[src/rtl/core/ffck_pkg.sv]
// Shared types, constants and the key hit-test table for the calculator keypad core.
package ffck_pkg;

	// Latched operator codes as reported on pending_op
	typedef enum logic [2:0] {
		OP_NONE = 3'd0,
		OP_ADD  = 3'd1,
		OP_SUB  = 3'd2,
		OP_MUL  = 3'd3,
		OP_DIV  = 3'd4
	} op_t;

	// Key codes: digits carry their own value
	typedef enum logic [4:0] {
		KEY_0    = 5'd0,
		KEY_1    = 5'd1,
		KEY_2    = 5'd2,
		KEY_3    = 5'd3,
		KEY_4    = 5'd4,
		KEY_5    = 5'd5,
		KEY_6    = 5'd6,
		KEY_7    = 5'd7,
		KEY_8    = 5'd8,
		KEY_9    = 5'd9,
		KEY_ADD  = 5'd10,
		KEY_SUB  = 5'd11,
		KEY_MUL  = 5'd12,
		KEY_DIV  = 5'd13,
		KEY_EQ   = 5'd14,
		KEY_CLR  = 5'd15,
		KEY_ALL  = 5'd16,
		KEY_DEL  = 5'd17,
		KEY_MISS = 5'd31
	} key_t;

	typedef enum logic [2:0] {
		ST_IDLE,
		ST_HIT,
		ST_EXEC,
		ST_MUL10,
		ST_APPEND,
		ST_WAIT,
		ST_RESP
	} state_t;

	typedef enum logic [1:0] {
		ALU_IDLE,
		ALU_PREP,
		ALU_RUN,
		ALU_FIX
	} alu_phase_t;

	typedef struct packed {
		logic start;
		logic is_div;
	} alu_req_t;

	// Configuration register indexes
	localparam logic CFG_WINDOW_X = 1'b0;
	localparam logic CFG_WINDOW_Y = 1'b1;

	localparam logic signed [31:0] DIGIT_LIMIT     = 32'sd100000000;
	localparam logic signed [31:0] NEG_DIGIT_LIMIT = -32'sd100000000;
	localparam logic [31:0]        DIV_TEN         = 32'd10;
	localparam int                 ALU_STEPS       = 32;

	// Button geometry, window-relative
	localparam logic signed [12:0] KEY_W  = 13'sd50;
	localparam logic signed [12:0] KEY_H  = 13'sd35;
	localparam logic signed [12:0] WIDE_W = 13'sd105;
	localparam logic signed [12:0] COL0_X = 13'sd10;
	localparam logic signed [12:0] COL1_X = 13'sd65;
	localparam logic signed [12:0] COL2_X = 13'sd120;
	localparam logic signed [12:0] COL3_X = 13'sd175;
	localparam logic signed [12:0] ROW0_Y = 13'sd80;
	localparam logic signed [12:0] ROW1_Y = 13'sd120;
	localparam logic signed [12:0] ROW2_Y = 13'sd160;
	localparam logic signed [12:0] ROW3_Y = 13'sd200;
	localparam logic signed [12:0] ROW4_Y = 13'sd240;

	function automatic logic span(input logic signed [12:0] v, input logic signed [12:0] lo,
			input logic signed [12:0] len);
		return (v >= lo) && (v < lo + len);
	endfunction

	// Map a window-relative position to the key under it; rectangles never overlap
	function automatic key_t key_lookup(input logic signed [12:0] rx,
			input logic signed [12:0] ry);
		logic [3:0] col;
		logic [4:0] row;
		logic       wide_l;
		logic       wide_r;
		key_t       k;
		col[0] = span(rx, COL0_X, KEY_W);
		col[1] = span(rx, COL1_X, KEY_W);
		col[2] = span(rx, COL2_X, KEY_W);
		col[3] = span(rx, COL3_X, KEY_W);
		row[0] = span(ry, ROW0_Y, KEY_H);
		row[1] = span(ry, ROW1_Y, KEY_H);
		row[2] = span(ry, ROW2_Y, KEY_H);
		row[3] = span(ry, ROW3_Y, KEY_H);
		row[4] = span(ry, ROW4_Y, KEY_H);
		wide_l = span(rx, COL0_X, WIDE_W);
		wide_r = span(rx, COL2_X, WIDE_W);
		k = KEY_MISS;
		if (row[0]) begin
			if (col[0]) k = KEY_7;
			else if (col[1]) k = KEY_8;
			else if (col[2]) k = KEY_9;
			else if (col[3]) k = KEY_DIV;
		end else if (row[1]) begin
			if (col[0]) k = KEY_4;
			else if (col[1]) k = KEY_5;
			else if (col[2]) k = KEY_6;
			else if (col[3]) k = KEY_MUL;
		end else if (row[2]) begin
			if (col[0]) k = KEY_1;
			else if (col[1]) k = KEY_2;
			else if (col[2]) k = KEY_3;
			else if (col[3]) k = KEY_SUB;
		end else if (row[3]) begin
			if (col[0]) k = KEY_0;
			else if (col[1]) k = KEY_CLR;
			else if (col[2]) k = KEY_EQ;
			else if (col[3]) k = KEY_ADD;
		end else if (row[4]) begin
			if (wide_l) k = KEY_ALL;
			else if (wide_r) k = KEY_DEL;
		end
		return k;
	endfunction

endpackage

[src/rtl/core/ffck_alu.sv]
// Radix-2 iterative multiply and signed truncating divide unit, one bit per cycle.
module ffck_alu (
	input  logic               clk,
	input  logic               arst_n,
	input  ffck_pkg::alu_req_t req,
	input  logic [31:0]        a,
	input  logic [31:0]        b,
	output logic               done,
	output logic [31:0]        result
);

	ffck_pkg::alu_phase_t phase_q, phase_d;
	logic        is_div_q;
	logic        neg_q;
	logic        zero_q;
	logic [4:0]  cnt_q;
	logic [31:0] acc_q;
	logic [31:0] opa_q;
	logic [31:0] opb_q;
	logic [33:0] diff;

	assign diff = {1'b0, acc_q, opa_q[31]} - {2'b00, opb_q};

	always_comb begin
		phase_d = phase_q;
		case (phase_q)
			ffck_pkg::ALU_IDLE: begin
				if (req.start) phase_d = req.is_div ? ffck_pkg::ALU_PREP : ffck_pkg::ALU_RUN;
			end
			ffck_pkg::ALU_PREP: phase_d = ffck_pkg::ALU_RUN;
			ffck_pkg::ALU_RUN: begin
				if (cnt_q == 5'd0) phase_d = ffck_pkg::ALU_FIX;
			end
			ffck_pkg::ALU_FIX: phase_d = ffck_pkg::ALU_IDLE;
			default: phase_d = ffck_pkg::ALU_IDLE;
		endcase
	end

	always_comb begin
		done   = 1'b0;
		result = acc_q;
		case (phase_q)
			ffck_pkg::ALU_FIX: begin
				done = 1'b1;
				if (is_div_q) begin
					if (zero_q) result = 32'd0;
					else if (neg_q) result = 32'd0 - opa_q;
					else result = opa_q;
				end
			end
			default: done = 1'b0;
		endcase
	end

	always_ff @(posedge clk or negedge arst_n) begin
		if (!arst_n) begin
			phase_q <= ffck_pkg::ALU_IDLE;
		end else begin
			phase_q <= phase_d;
		end
	end

	always_ff @(posedge clk) begin
		case (phase_q)
			ffck_pkg::ALU_IDLE: begin
				if (req.start) begin
					opa_q    <= a;
					opb_q    <= b;
					is_div_q <= req.is_div;
					neg_q    <= a[31] ^ b[31];
					zero_q   <= (b == 32'd0);
					acc_q    <= 32'd0;
					cnt_q    <= 5'(ffck_pkg::ALU_STEPS - 1);
				end
			end
			ffck_pkg::ALU_PREP: begin
				// divide on magnitudes, fix the sign at the end
				if (opa_q[31]) opa_q <= 32'd0 - opa_q;
				if (opb_q[31]) opb_q <= 32'd0 - opb_q;
			end
			ffck_pkg::ALU_RUN: begin
				cnt_q <= cnt_q - 5'd1;
				if (is_div_q) begin
					if (!diff[33]) begin
						acc_q <= diff[31:0];
						opa_q <= {opa_q[30:0], 1'b1};
					end else begin
						acc_q <= {acc_q[30:0], opa_q[31]};
						opa_q <= {opa_q[30:0], 1'b0};
					end
				end else begin
					if (opb_q[0]) acc_q <= acc_q + opa_q;
					opa_q <= {opa_q[30:0], 1'b0};
					opb_q <= {1'b0, opb_q[31:1]};
				end
			end
			default: begin
			end
		endcase
	end

`ifndef ASSERT_OFF
	a_start_idle: assert property (@(posedge clk) disable iff (!arst_n)
		req.start |-> (phase_q == ffck_pkg::ALU_IDLE))
		else $error("ALU started while busy");

	a_run_ends: assert property (@(posedge clk) disable iff (!arst_n)
		(phase_q == ffck_pkg::ALU_RUN && cnt_q == 5'd0) |=> (phase_q == ffck_pkg::ALU_FIX))
		else $error("ALU run did not finish after last step");

	a_div_zero: assert property (@(posedge clk) disable iff (!arst_n)
		(done && is_div_q && zero_q) |-> (result == 32'd0))
		else $error("divide by zero did not give zero");
`endif

endmodule

[src/rtl/core/four_function_calculator_keypad_core.sv]
// A miss or simple key passes through hit test, execute and response; a digit append also takes
// the multiply-by-ten and append states; equals with * or / and Del wait on the multiply/divide unit.
// Throughput: one click in flight; the next click is taken once the previous result is in the
// output register, which holds it until the consumer takes it.
// Reset (async, active low): window origin, display, operand and operator cleared,
// fresh flag set, no result pending.
module four_function_calculator_keypad_core (
	input  logic        clk,
	input  logic        arst_n,
	input  logic        in_valid,
	output logic        in_ready,
	input  logic [11:0] click_x,
	input  logic [11:0] click_y,
	output logic        out_valid,
	input  logic        out_ready,
	output logic        key_hit,
	output logic [31:0] shown_value,
	output logic [2:0]  pending_op,
	output logic        entry_fresh,
	input  logic        cfg_we,
	input  logic        cfg_addr,
	input  logic [11:0] cfg_data
);

	ffck_pkg::state_t   state_q, state_d;
	ffck_pkg::key_t     key_q;
	ffck_pkg::op_t      op_q;
	ffck_pkg::alu_req_t alu_req;

	logic [11:0] window_x_q;
	logic [11:0] window_y_q;
	logic [11:0] click_x_q;
	logic [11:0] click_y_q;
	logic [31:0] display_q;
	logic [31:0] operand_q;
	logic        fresh_q;
	logic [31:0] prod_q;
	logic        out_valid_q;
	logic        key_hit_q;
	logic [31:0] shown_value_q;
	logic [2:0]  pending_op_q;
	logic        entry_fresh_q;

	logic signed [12:0] rel_x;
	logic signed [12:0] rel_y;
	logic        is_digit;
	logic        in_range;
	logic [31:0] digit;
	logic [31:0] alu_a;
	logic [31:0] alu_b;
	logic        alu_done;
	logic [31:0] alu_result;
	logic        resp_load;

	assign rel_x    = $signed({1'b0, click_x_q}) - $signed({1'b0, window_x_q});
	assign rel_y    = $signed({1'b0, click_y_q}) - $signed({1'b0, window_y_q});
	assign is_digit = (key_q <= ffck_pkg::KEY_9);
	assign digit    = {27'd0, key_q};
	assign in_range = ($signed(display_q) < ffck_pkg::DIGIT_LIMIT) &&
		($signed(display_q) > ffck_pkg::NEG_DIGIT_LIMIT);

	ffck_alu u_alu (
		.clk    (clk),
		.arst_n (arst_n),
		.req    (alu_req),
		.a      (alu_a),
		.b      (alu_b),
		.done   (alu_done),
		.result (alu_result)
	);

	// next state
	always_comb begin
		state_d = state_q;
		case (state_q)
			ffck_pkg::ST_IDLE: begin
				if (in_valid) state_d = ffck_pkg::ST_HIT;
			end
			ffck_pkg::ST_HIT: state_d = ffck_pkg::ST_EXEC;
			ffck_pkg::ST_EXEC: begin
				if (is_digit) begin
					state_d = (!fresh_q && in_range) ? ffck_pkg::ST_MUL10 : ffck_pkg::ST_RESP;
				end else if (key_q == ffck_pkg::KEY_DEL) begin
					state_d = ffck_pkg::ST_WAIT;
				end else if (key_q == ffck_pkg::KEY_EQ &&
						(op_q == ffck_pkg::OP_MUL || op_q == ffck_pkg::OP_DIV)) begin
					state_d = ffck_pkg::ST_WAIT;
				end else begin
					state_d = ffck_pkg::ST_RESP;
				end
			end
			ffck_pkg::ST_MUL10: state_d = ffck_pkg::ST_APPEND;
			ffck_pkg::ST_APPEND: state_d = ffck_pkg::ST_RESP;
			ffck_pkg::ST_WAIT: begin
				if (alu_done) state_d = ffck_pkg::ST_RESP;
			end
			ffck_pkg::ST_RESP: begin
				if (resp_load) state_d = ffck_pkg::ST_IDLE;
			end
			default: state_d = ffck_pkg::ST_IDLE;
		endcase
	end

	// state outputs
	always_comb begin
		in_ready       = 1'b0;
		resp_load      = 1'b0;
		alu_req.start  = 1'b0;
		alu_req.is_div = 1'b1;
		alu_a          = display_q;
		alu_b          = ffck_pkg::DIV_TEN;
		case (state_q)
			ffck_pkg::ST_IDLE: in_ready = 1'b1;
			ffck_pkg::ST_EXEC: begin
				if (key_q == ffck_pkg::KEY_DEL) begin
					alu_req.start = 1'b1;
				end else if (key_q == ffck_pkg::KEY_EQ &&
						(op_q == ffck_pkg::OP_MUL || op_q == ffck_pkg::OP_DIV)) begin
					alu_req.start  = 1'b1;
					alu_req.is_div = (op_q == ffck_pkg::OP_DIV);
					alu_a          = operand_q;
					alu_b          = display_q;
				end
			end
			ffck_pkg::ST_RESP: resp_load = !out_valid_q || out_ready;
			default: in_ready = 1'b0;
		endcase
	end

	always_ff @(posedge clk or negedge arst_n) begin
		if (!arst_n) begin
			state_q    <= ffck_pkg::ST_IDLE;
			window_x_q <= 12'd0;
			window_y_q <= 12'd0;
		end else begin
			state_q <= state_d;
			if (cfg_we) begin
				case (cfg_addr)
					ffck_pkg::CFG_WINDOW_X: window_x_q <= cfg_data;
					ffck_pkg::CFG_WINDOW_Y: window_y_q <= cfg_data;
					default: window_x_q <= window_x_q;
				endcase
			end
		end
	end

	// click capture and hit test
	always_ff @(posedge clk) begin
		if (in_valid && in_ready) begin
			click_x_q <= click_x;
			click_y_q <= click_y;
		end
		if (state_q == ffck_pkg::ST_HIT) key_q <= ffck_pkg::key_lookup(rel_x, rel_y);
		if (state_q == ffck_pkg::ST_MUL10) begin
			prod_q <= {display_q[28:0], 3'b000} + {display_q[30:0], 1'b0};
		end
	end

	// calculator state
	always_ff @(posedge clk or negedge arst_n) begin
		if (!arst_n) begin
			display_q <= 32'd0;
			operand_q <= 32'd0;
			op_q      <= ffck_pkg::OP_NONE;
			fresh_q   <= 1'b1;
		end else begin
			case (state_q)
				ffck_pkg::ST_EXEC: begin
					case (key_q)
						ffck_pkg::KEY_0, ffck_pkg::KEY_1, ffck_pkg::KEY_2, ffck_pkg::KEY_3,
						ffck_pkg::KEY_4, ffck_pkg::KEY_5, ffck_pkg::KEY_6, ffck_pkg::KEY_7,
						ffck_pkg::KEY_8, ffck_pkg::KEY_9: begin
							if (fresh_q) begin
								display_q <= digit;
								fresh_q   <= 1'b0;
							end
						end
						ffck_pkg::KEY_ADD: begin
							operand_q <= display_q;
							op_q      <= ffck_pkg::OP_ADD;
							fresh_q   <= 1'b1;
						end
						ffck_pkg::KEY_SUB: begin
							operand_q <= display_q;
							op_q      <= ffck_pkg::OP_SUB;
							fresh_q   <= 1'b1;
						end
						ffck_pkg::KEY_MUL: begin
							operand_q <= display_q;
							op_q      <= ffck_pkg::OP_MUL;
							fresh_q   <= 1'b1;
						end
						ffck_pkg::KEY_DIV: begin
							operand_q <= display_q;
							op_q      <= ffck_pkg::OP_DIV;
							fresh_q   <= 1'b1;
						end
						ffck_pkg::KEY_EQ: begin
							case (op_q)
								ffck_pkg::OP_ADD: display_q <= operand_q + display_q;
								ffck_pkg::OP_SUB: display_q <= operand_q - display_q;
								default: display_q <= display_q;
							endcase
							op_q    <= ffck_pkg::OP_NONE;
							fresh_q <= 1'b1;
						end
						ffck_pkg::KEY_CLR: begin
							display_q <= 32'd0;
							fresh_q   <= 1'b1;
						end
						ffck_pkg::KEY_ALL: begin
							display_q <= 32'd0;
							operand_q <= 32'd0;
							op_q      <= ffck_pkg::OP_NONE;
							fresh_q   <= 1'b1;
						end
						default: display_q <= display_q;
					endcase
				end
				ffck_pkg::ST_APPEND: begin
					// append on the negative side for a negative display
					display_q <= display_q[31] ? (prod_q - digit) : (prod_q + digit);
				end
				ffck_pkg::ST_WAIT: begin
					if (alu_done) display_q <= alu_result;
				end
				default: display_q <= display_q;
			endcase
		end
	end

	// result register: hold until the consumer takes the beat
	always_ff @(posedge clk or negedge arst_n) begin
		if (!arst_n) begin
			out_valid_q <= 1'b0;
		end else if (resp_load) begin
			out_valid_q <= 1'b1;
		end else if (out_ready) begin
			out_valid_q <= 1'b0;
		end
	end

	always_ff @(posedge clk) begin
		if (resp_load) begin
			key_hit_q     <= (key_q != ffck_pkg::KEY_MISS);
			shown_value_q <= display_q;
			pending_op_q  <= op_q;
			entry_fresh_q <= fresh_q;
		end
	end

	assign out_valid   = out_valid_q;
	assign key_hit     = key_hit_q;
	assign shown_value = shown_value_q;
	assign pending_op  = pending_op_q;
	assign entry_fresh = entry_fresh_q;

`ifndef ASSERT_OFF
	a_accept_to_hit: assert property (@(posedge clk) disable iff (!arst_n)
		(in_valid && in_ready) |=> (state_q == ffck_pkg::ST_HIT))
		else $error("accepted click did not enter hit test");

	a_alu_to_resp: assert property (@(posedge clk) disable iff (!arst_n)
		(state_q == ffck_pkg::ST_WAIT && alu_done) |=> (state_q == ffck_pkg::ST_RESP))
		else $error("ALU result not followed by response");

	a_resp_valid: assert property (@(posedge clk) disable iff (!arst_n)
		resp_load |=> out_valid_q)
		else $error("result load did not raise out_valid");
`endif

endmodule

[config.mk]
export PLATFORM = sky130hd
export DESIGN_NAME = four_function_calculator_keypad_core
export DESIGN_NICKNAME = d
export VERILOG_FILES = /design/src/rtl/core/ffck_pkg.sv /design/src/rtl/core/ffck_alu.sv /design/src/rtl/core/four_function_calculator_keypad_core.sv
export SDC_FILE = /design/constraint.sdc
export NUM_CORES = 1
export LEC_CHECK = 0
export BUFFER_PORTS_ARGS = -buffer_cell sky130_fd_sc_hd__buf_2
export CAP_MARGIN = 20
export CORE_UTILIZATION = 39
export DETAILED_ROUTE_END_ITERATION = 10
export GPL_TIMING_DRIVEN = 0
export MAX_ROUTING_LAYER = met4
export PLACE_DENSITY_LB_ADDON = 0.08
export SETUP_SLACK_MARGIN = 0.05
export SYNTH_ARGS = -nofsm -noshare
export SYNTH_HDL_FRONTEND = slang
export SYNTH_SLANG_ARGS = --single-unit
[constraint.sdc]
create_clock -name clk -period 5.67 [get_ports clk]
set_clock_uncertainty 0.2 [all_clocks]
set_input_delay 0 -clock clk [delete_from_list [all_inputs] [get_ports clk]]
set_output_delay 0 -clock clk [all_outputs]
set_load 0.01 [all_outputs]
==> metrics.log <==
INFO  metric outcome = finished clean
INFO  metric ys_warnings = 0
INFO  metric layout.cells.non_filler = 3982
INFO  metric setup_repair_after_global_routing_missed_its_margin = no
INFO  metric endpoint_kind = flop
INFO  metric cts.sink_count = 299
INFO  metric gp_routability_congestion = 0.957
INFO  metric critical_path.slowest_cell = sky130_fd_sc_hd__clkbuf_1
INFO  metric maximum_number_of_pins_on_one_net_before_global_route_repair = 65
INFO  metric hold_start = cfg_data[9]
INFO  metric grt_overflow_total = 0
INFO  metric routed_wirelength = 95300 um
INFO  metric category_of_the_worst_setup_path_launch_point = flop
INFO  metric die_height = 253 um
INFO  metric core_area = 62100 sq um
INFO  metric power.density = 688 nW/um^2
INFO  metric wl_per_cell = 23.9 um
INFO  metric grt_pass1_wl = 140000 um
INFO  metric antenna_violating_nets_post_route = 0
INFO  metric ctsRootBufferMaster = sky130_fd_sc_hd__clkbuf_16
INFO  metric clock_tree_from_tritoncts = done
INFO  metric crit_path_start = op_q[1]$_DFFE_PN0P_
INFO  metric initial_core_util = 0.396
INFO  metric detail_route.vias_per_cell = 5.98
INFO  metric grt_antenna_before_repair = 2
INFO  metric io_buffers = 80
INFO  metric multi_input_area = 15100 sq um
INFO  metric critPathRequiredTime = 5970 ps
INFO  metric maxClockFrequency = 185 MHz
INFO  metric timing_max_transition_violations_final = 0
INFO  metric place_hpwl = 74200 um
INFO  metric timing.hold.ws = 23.9 ps
INFO  metric drtPass1Iterations = 5
INFO  metric hp-class = in2reg
INFO  metric final_area = 28600 sq um
INFO  metric mappedNetlistArea = 24600 sq um
INFO  metric worst_slew_margin_rel = 0.189
INFO  metric clk_slew_on_worst_s_h_paths = 60 ps
INFO  metric numCtsBuffers = 40
INFO  metric critPathBufInv = 3
INFO  metric cts.htree.levels = 2
INFO  metric cpLargestDelayFamily = compound AO/OA/AOI/OAI gates
INFO  metric num_vias = 23800
INFO  metric placedInstanceArea = 26300 sq um
INFO  metric finish.net_count = 3328
INFO  metric post-route-min-period = 5410 ps
INFO  metric synth_enable_flop_cells = 201
INFO  metric drv.max_cap_violation_count = 0
INFO  metric setup.worst_path.class = reg2reg
INFO  metric synthDistinctLibCells = 89
INFO  metric seqCellArea = 8490 sq um
INFO  metric final-hold-violation-count = 0
INFO  metric die-area = 64100 sq um
INFO  metric clock_path_buffers = 3
INFO  metric post_detailed_route_drc_marker_count = 0
INFO  metric synth-main-ff-cell = sky130_fd_sc_hd__edfxtp_1
INFO  metric postSynthNetCount = 3101
INFO  metric number_of_storage_elements_in_the_synthesis_netlist = 299
INFO  metric slowest_delay = 660 ps
INFO  metric setup_total_negative_slack = 0 ps
INFO  metric critical_path.max_fanout = 10
INFO  metric setup_viol_count_final = 0
INFO  metric placement_rows = 91
INFO  metric final_min_period_over_clock_period = 0.955
INFO  metric syn_to_final_growth = 16.2%
INFO  metric worst-endpoint-arrival = 5720 ps
INFO  metric worst_path_cell_trace = inv_1 > or3_1 > clkbuf_1 > clkbuf_1 > o41ai_1 > xor2_1 > ha_1 > nand4_1 > a211o_1 > nand3_1 > o21ai_0 > nand3_1 > a311oi_1 > o21ai_0 > o21a_1 > or4b_2 > a31oi_1
INFO  metric die_w = 253 um
INFO  metric drt_iter0_markers = 2472
INFO  metric synthArstFlopShare = 0.328
INFO  metric vdd.ir_drop.worst = 343 uV
INFO  metric post_synth_inst_count = 2886
INFO  metric drive_above_1_share = 0.0709
INFO  metric place.detailed.instances = 3815
INFO  metric yosysSeqAreaShare = 0.345
INFO  metric worstReg2RegStart = op_q[1]$_DFFE_PN0P_
INFO  metric floorplan.io_pins = 81
INFO  metric grt_util_all_layers = 0.301
INFO  metric worst_slew_pin_slew = 1210 ps
INFO  metric fillerInstances = 6126
INFO  metric clock_latency_on_the_worst_skew_pair = 590 ps
INFO  metric postSynthAreaPerCell = 8.52 sq um
INFO  metric via_count_of_the_first_global_routing_pass = 22100
INFO  metric leakagePower = 11.4 nW
INFO  metric total_power = 19.7 mW
[worst register-to-register path: stages (launching register included)]
cell,delay [ps]
sky130_fd_sc_hd__dfrtp_1,430
sky130_fd_sc_hd__inv_1,110
sky130_fd_sc_hd__or3_1,110
sky130_fd_sc_hd__clkbuf_1,500
sky130_fd_sc_hd__clkbuf_1,660
sky130_fd_sc_hd__o41ai_1,210
sky130_fd_sc_hd__xor2_1,190
sky130_fd_sc_hd__ha_1,360
sky130_fd_sc_hd__nand4_1,140
sky130_fd_sc_hd__a211o_1,140
sky130_fd_sc_hd__nand3_1,160
sky130_fd_sc_hd__o21ai_0,360
sky130_fd_sc_hd__nand3_1,260
sky130_fd_sc_hd__a311oi_1,390
sky130_fd_sc_hd__o21ai_0,150
sky130_fd_sc_hd__o21a_1,140
sky130_fd_sc_hd__or4b_2,630
sky130_fd_sc_hd__a31oi_1,200
[cells by family (layout without fill, tap and decap cells)]
logic type | Yosys count | after routing | synth area share
flip-flops | 299 | 299 | 0.345
adder cells (fa/ha/maj) | 173 | 173 | 0.0904
buffers and inverters | 292 | 550 | 0.0449
multiplexers | 31 | 31 | 0.0134
AND/OR/NAND/NOR | 935 | 935 | 0.182
XOR/XNOR | 242 | 242 | 0.0862
other | 0 | 1 | 0
AO/OA/AOI/OAI | 914 | 914 | 0.238
[layout make-up]
class,count,share of cell area
tap,837,0.0366
clock inverter,17,0.00630
sequential,299,0.297
clock buffer,56,0.0415
multi-input combinational,2295,0.527
buffer,143,0.0191
timing repair buffer,185,0.0532
antenna,1,0.0000875
inverter,149,0.0196
[routing by layer]
metal | part of all wire | GRT usage
met2 | 0.43 | 0.442
met4 | 0.033 | 0.101
met3 | 0.082 | 0.0548
met5 | 0 | -
met1 | 0.45 | 0.416
[path summary, 6_finish.rpt]
kind,endpoint,slack (ps),cells past startpoint
max in group asynchronous,u_alu.phase_q[1]$_DFFE_PN0P_,4540,4
min,window_y_q[9]$_DFFE_PN0P_,20,3
max reg2reg,display_q[30]$_DFFE_PN0P_,260,17
max,display_q[30]$_DFFE_PN0P_,260,17
min in group asynchronous,fresh_q$_DFFE_PN1P_,330,3
min reg2reg,shown_value[30]$_DFFE_PP_,280,0
[cells in the final DEF (no fill, tap or decap), drive strengths merged, types with 32 or more instances in the layout]
cell / netlist / final
xor2: 90 / 90
a31oi: 32 / 32
a22oi: 45 / 45
xnor2: 152 / 152
or3: 41 / 41
ha: 165 / 165
nand2: 328 / 328
dlygate4sd3: 0 / 88
nand3: 79 / 79
inv: 147 / 147
edfxtp: 201 / 201
o21ai: 238 / 238
dfrtp: 97 / 97
o211ai: 33 / 33
buf: 15 / 109
nor2: 199 / 199
nor4: 36 / 36
a21oi: 234 / 234
o21a: 41 / 41
nor3: 65 / 65
nand2b: 33 / 33
a21o: 67 / 67
clkbuf: 128 / 187
[timing repair]
action                                  4_1_cts  5_1_grt
hold buffers                                 89        0
hold endpoints to repair                    156        0
resized for setup                             0        1
buffers inserted                              0        0
endpoints found under the setup margin        0        1
[registers in the layout (all words and copies together) (netlist names), 12 cells and up]
signal       flops
click_x_q       12
click_y_q       12
display_q       32
operand_q       32
prod_q          31
shown_value     32
u_alu.acc_q     32
u_alu.opa_q     32
u_alu.opb_q     32
window_x_q      12
window_y_q      12
[where the power goes]
| part | total [mW] | internal (mW) | switching (mW) | leakage, nW |
|---|---|---|---|---|
| combinational | 12.3 | 4.62 | 7.67 | 7.64 |
| sequential | 4.70 | 3.64 | 1.06 | 3.10 |
| clock | 2.68 | 1.60 | 1.08 | 0.675 |
| total | 19.7 | 9.86 | 9.80 | 11.4 |
[metrics by stage]
| stage | util | setup slack (ps) |
|---|---|---|
| after global routing | 0.461 | 130 |
| after global placement | 0.420 | -3420 |
| final | 0.461 | 255 |
| after floorplan | - | 608 |
| after CTS | 0.460 | 430 |
| after detailed placement | 0.423 | 453 |
[cell usage after synthesis, types with 15 or more instances]
cell | count | area (sq um)
sky130_fd_sc_hd__a211oi_1 | 21 | 158
sky130_fd_sc_hd__a21o_1 | 67 | 503
sky130_fd_sc_hd__a21oi_1 | 234 | 1170
sky130_fd_sc_hd__a221o_1 | 17 | 170
sky130_fd_sc_hd__a22oi_1 | 45 | 338
sky130_fd_sc_hd__a31oi_1 | 32 | 200
sky130_fd_sc_hd__and2_1 | 20 | 125
sky130_fd_sc_hd__and3_1 | 21 | 131
sky130_fd_sc_hd__clkbuf_1 | 128 | 480
sky130_fd_sc_hd__dfrtp_1 | 97 | 2430
sky130_fd_sc_hd__edfxtp_1 | 201 | 6040
sky130_fd_sc_hd__ha_1 | 165 | 2060
sky130_fd_sc_hd__inv_1 | 146 | 548
sky130_fd_sc_hd__mux2_2 | 16 | 180
sky130_fd_sc_hd__mux2i_1 | 15 | 150
sky130_fd_sc_hd__nand2_1 | 328 | 1230
sky130_fd_sc_hd__nand2b_1 | 33 | 206
sky130_fd_sc_hd__nand3_1 | 79 | 395
sky130_fd_sc_hd__nand4_1 | 28 | 175
sky130_fd_sc_hd__nor2_1 | 199 | 747
sky130_fd_sc_hd__nor2b_1 | 24 | 150
sky130_fd_sc_hd__nor3_1 | 64 | 320
sky130_fd_sc_hd__nor4_1 | 34 | 213
sky130_fd_sc_hd__o211ai_1 | 32 | 240
sky130_fd_sc_hd__o21a_1 | 41 | 308
sky130_fd_sc_hd__o21ai_0 | 236 | 1180
sky130_fd_sc_hd__o22ai_1 | 20 | 125
sky130_fd_sc_hd__o31ai_1 | 26 | 195
sky130_fd_sc_hd__or3_1 | 41 | 257
sky130_fd_sc_hd__xnor2_1 | 152 | 1330
sky130_fd_sc_hd__xor2_1 | 90 | 788
Note: power is estimated with default switching activity, not from simulation.
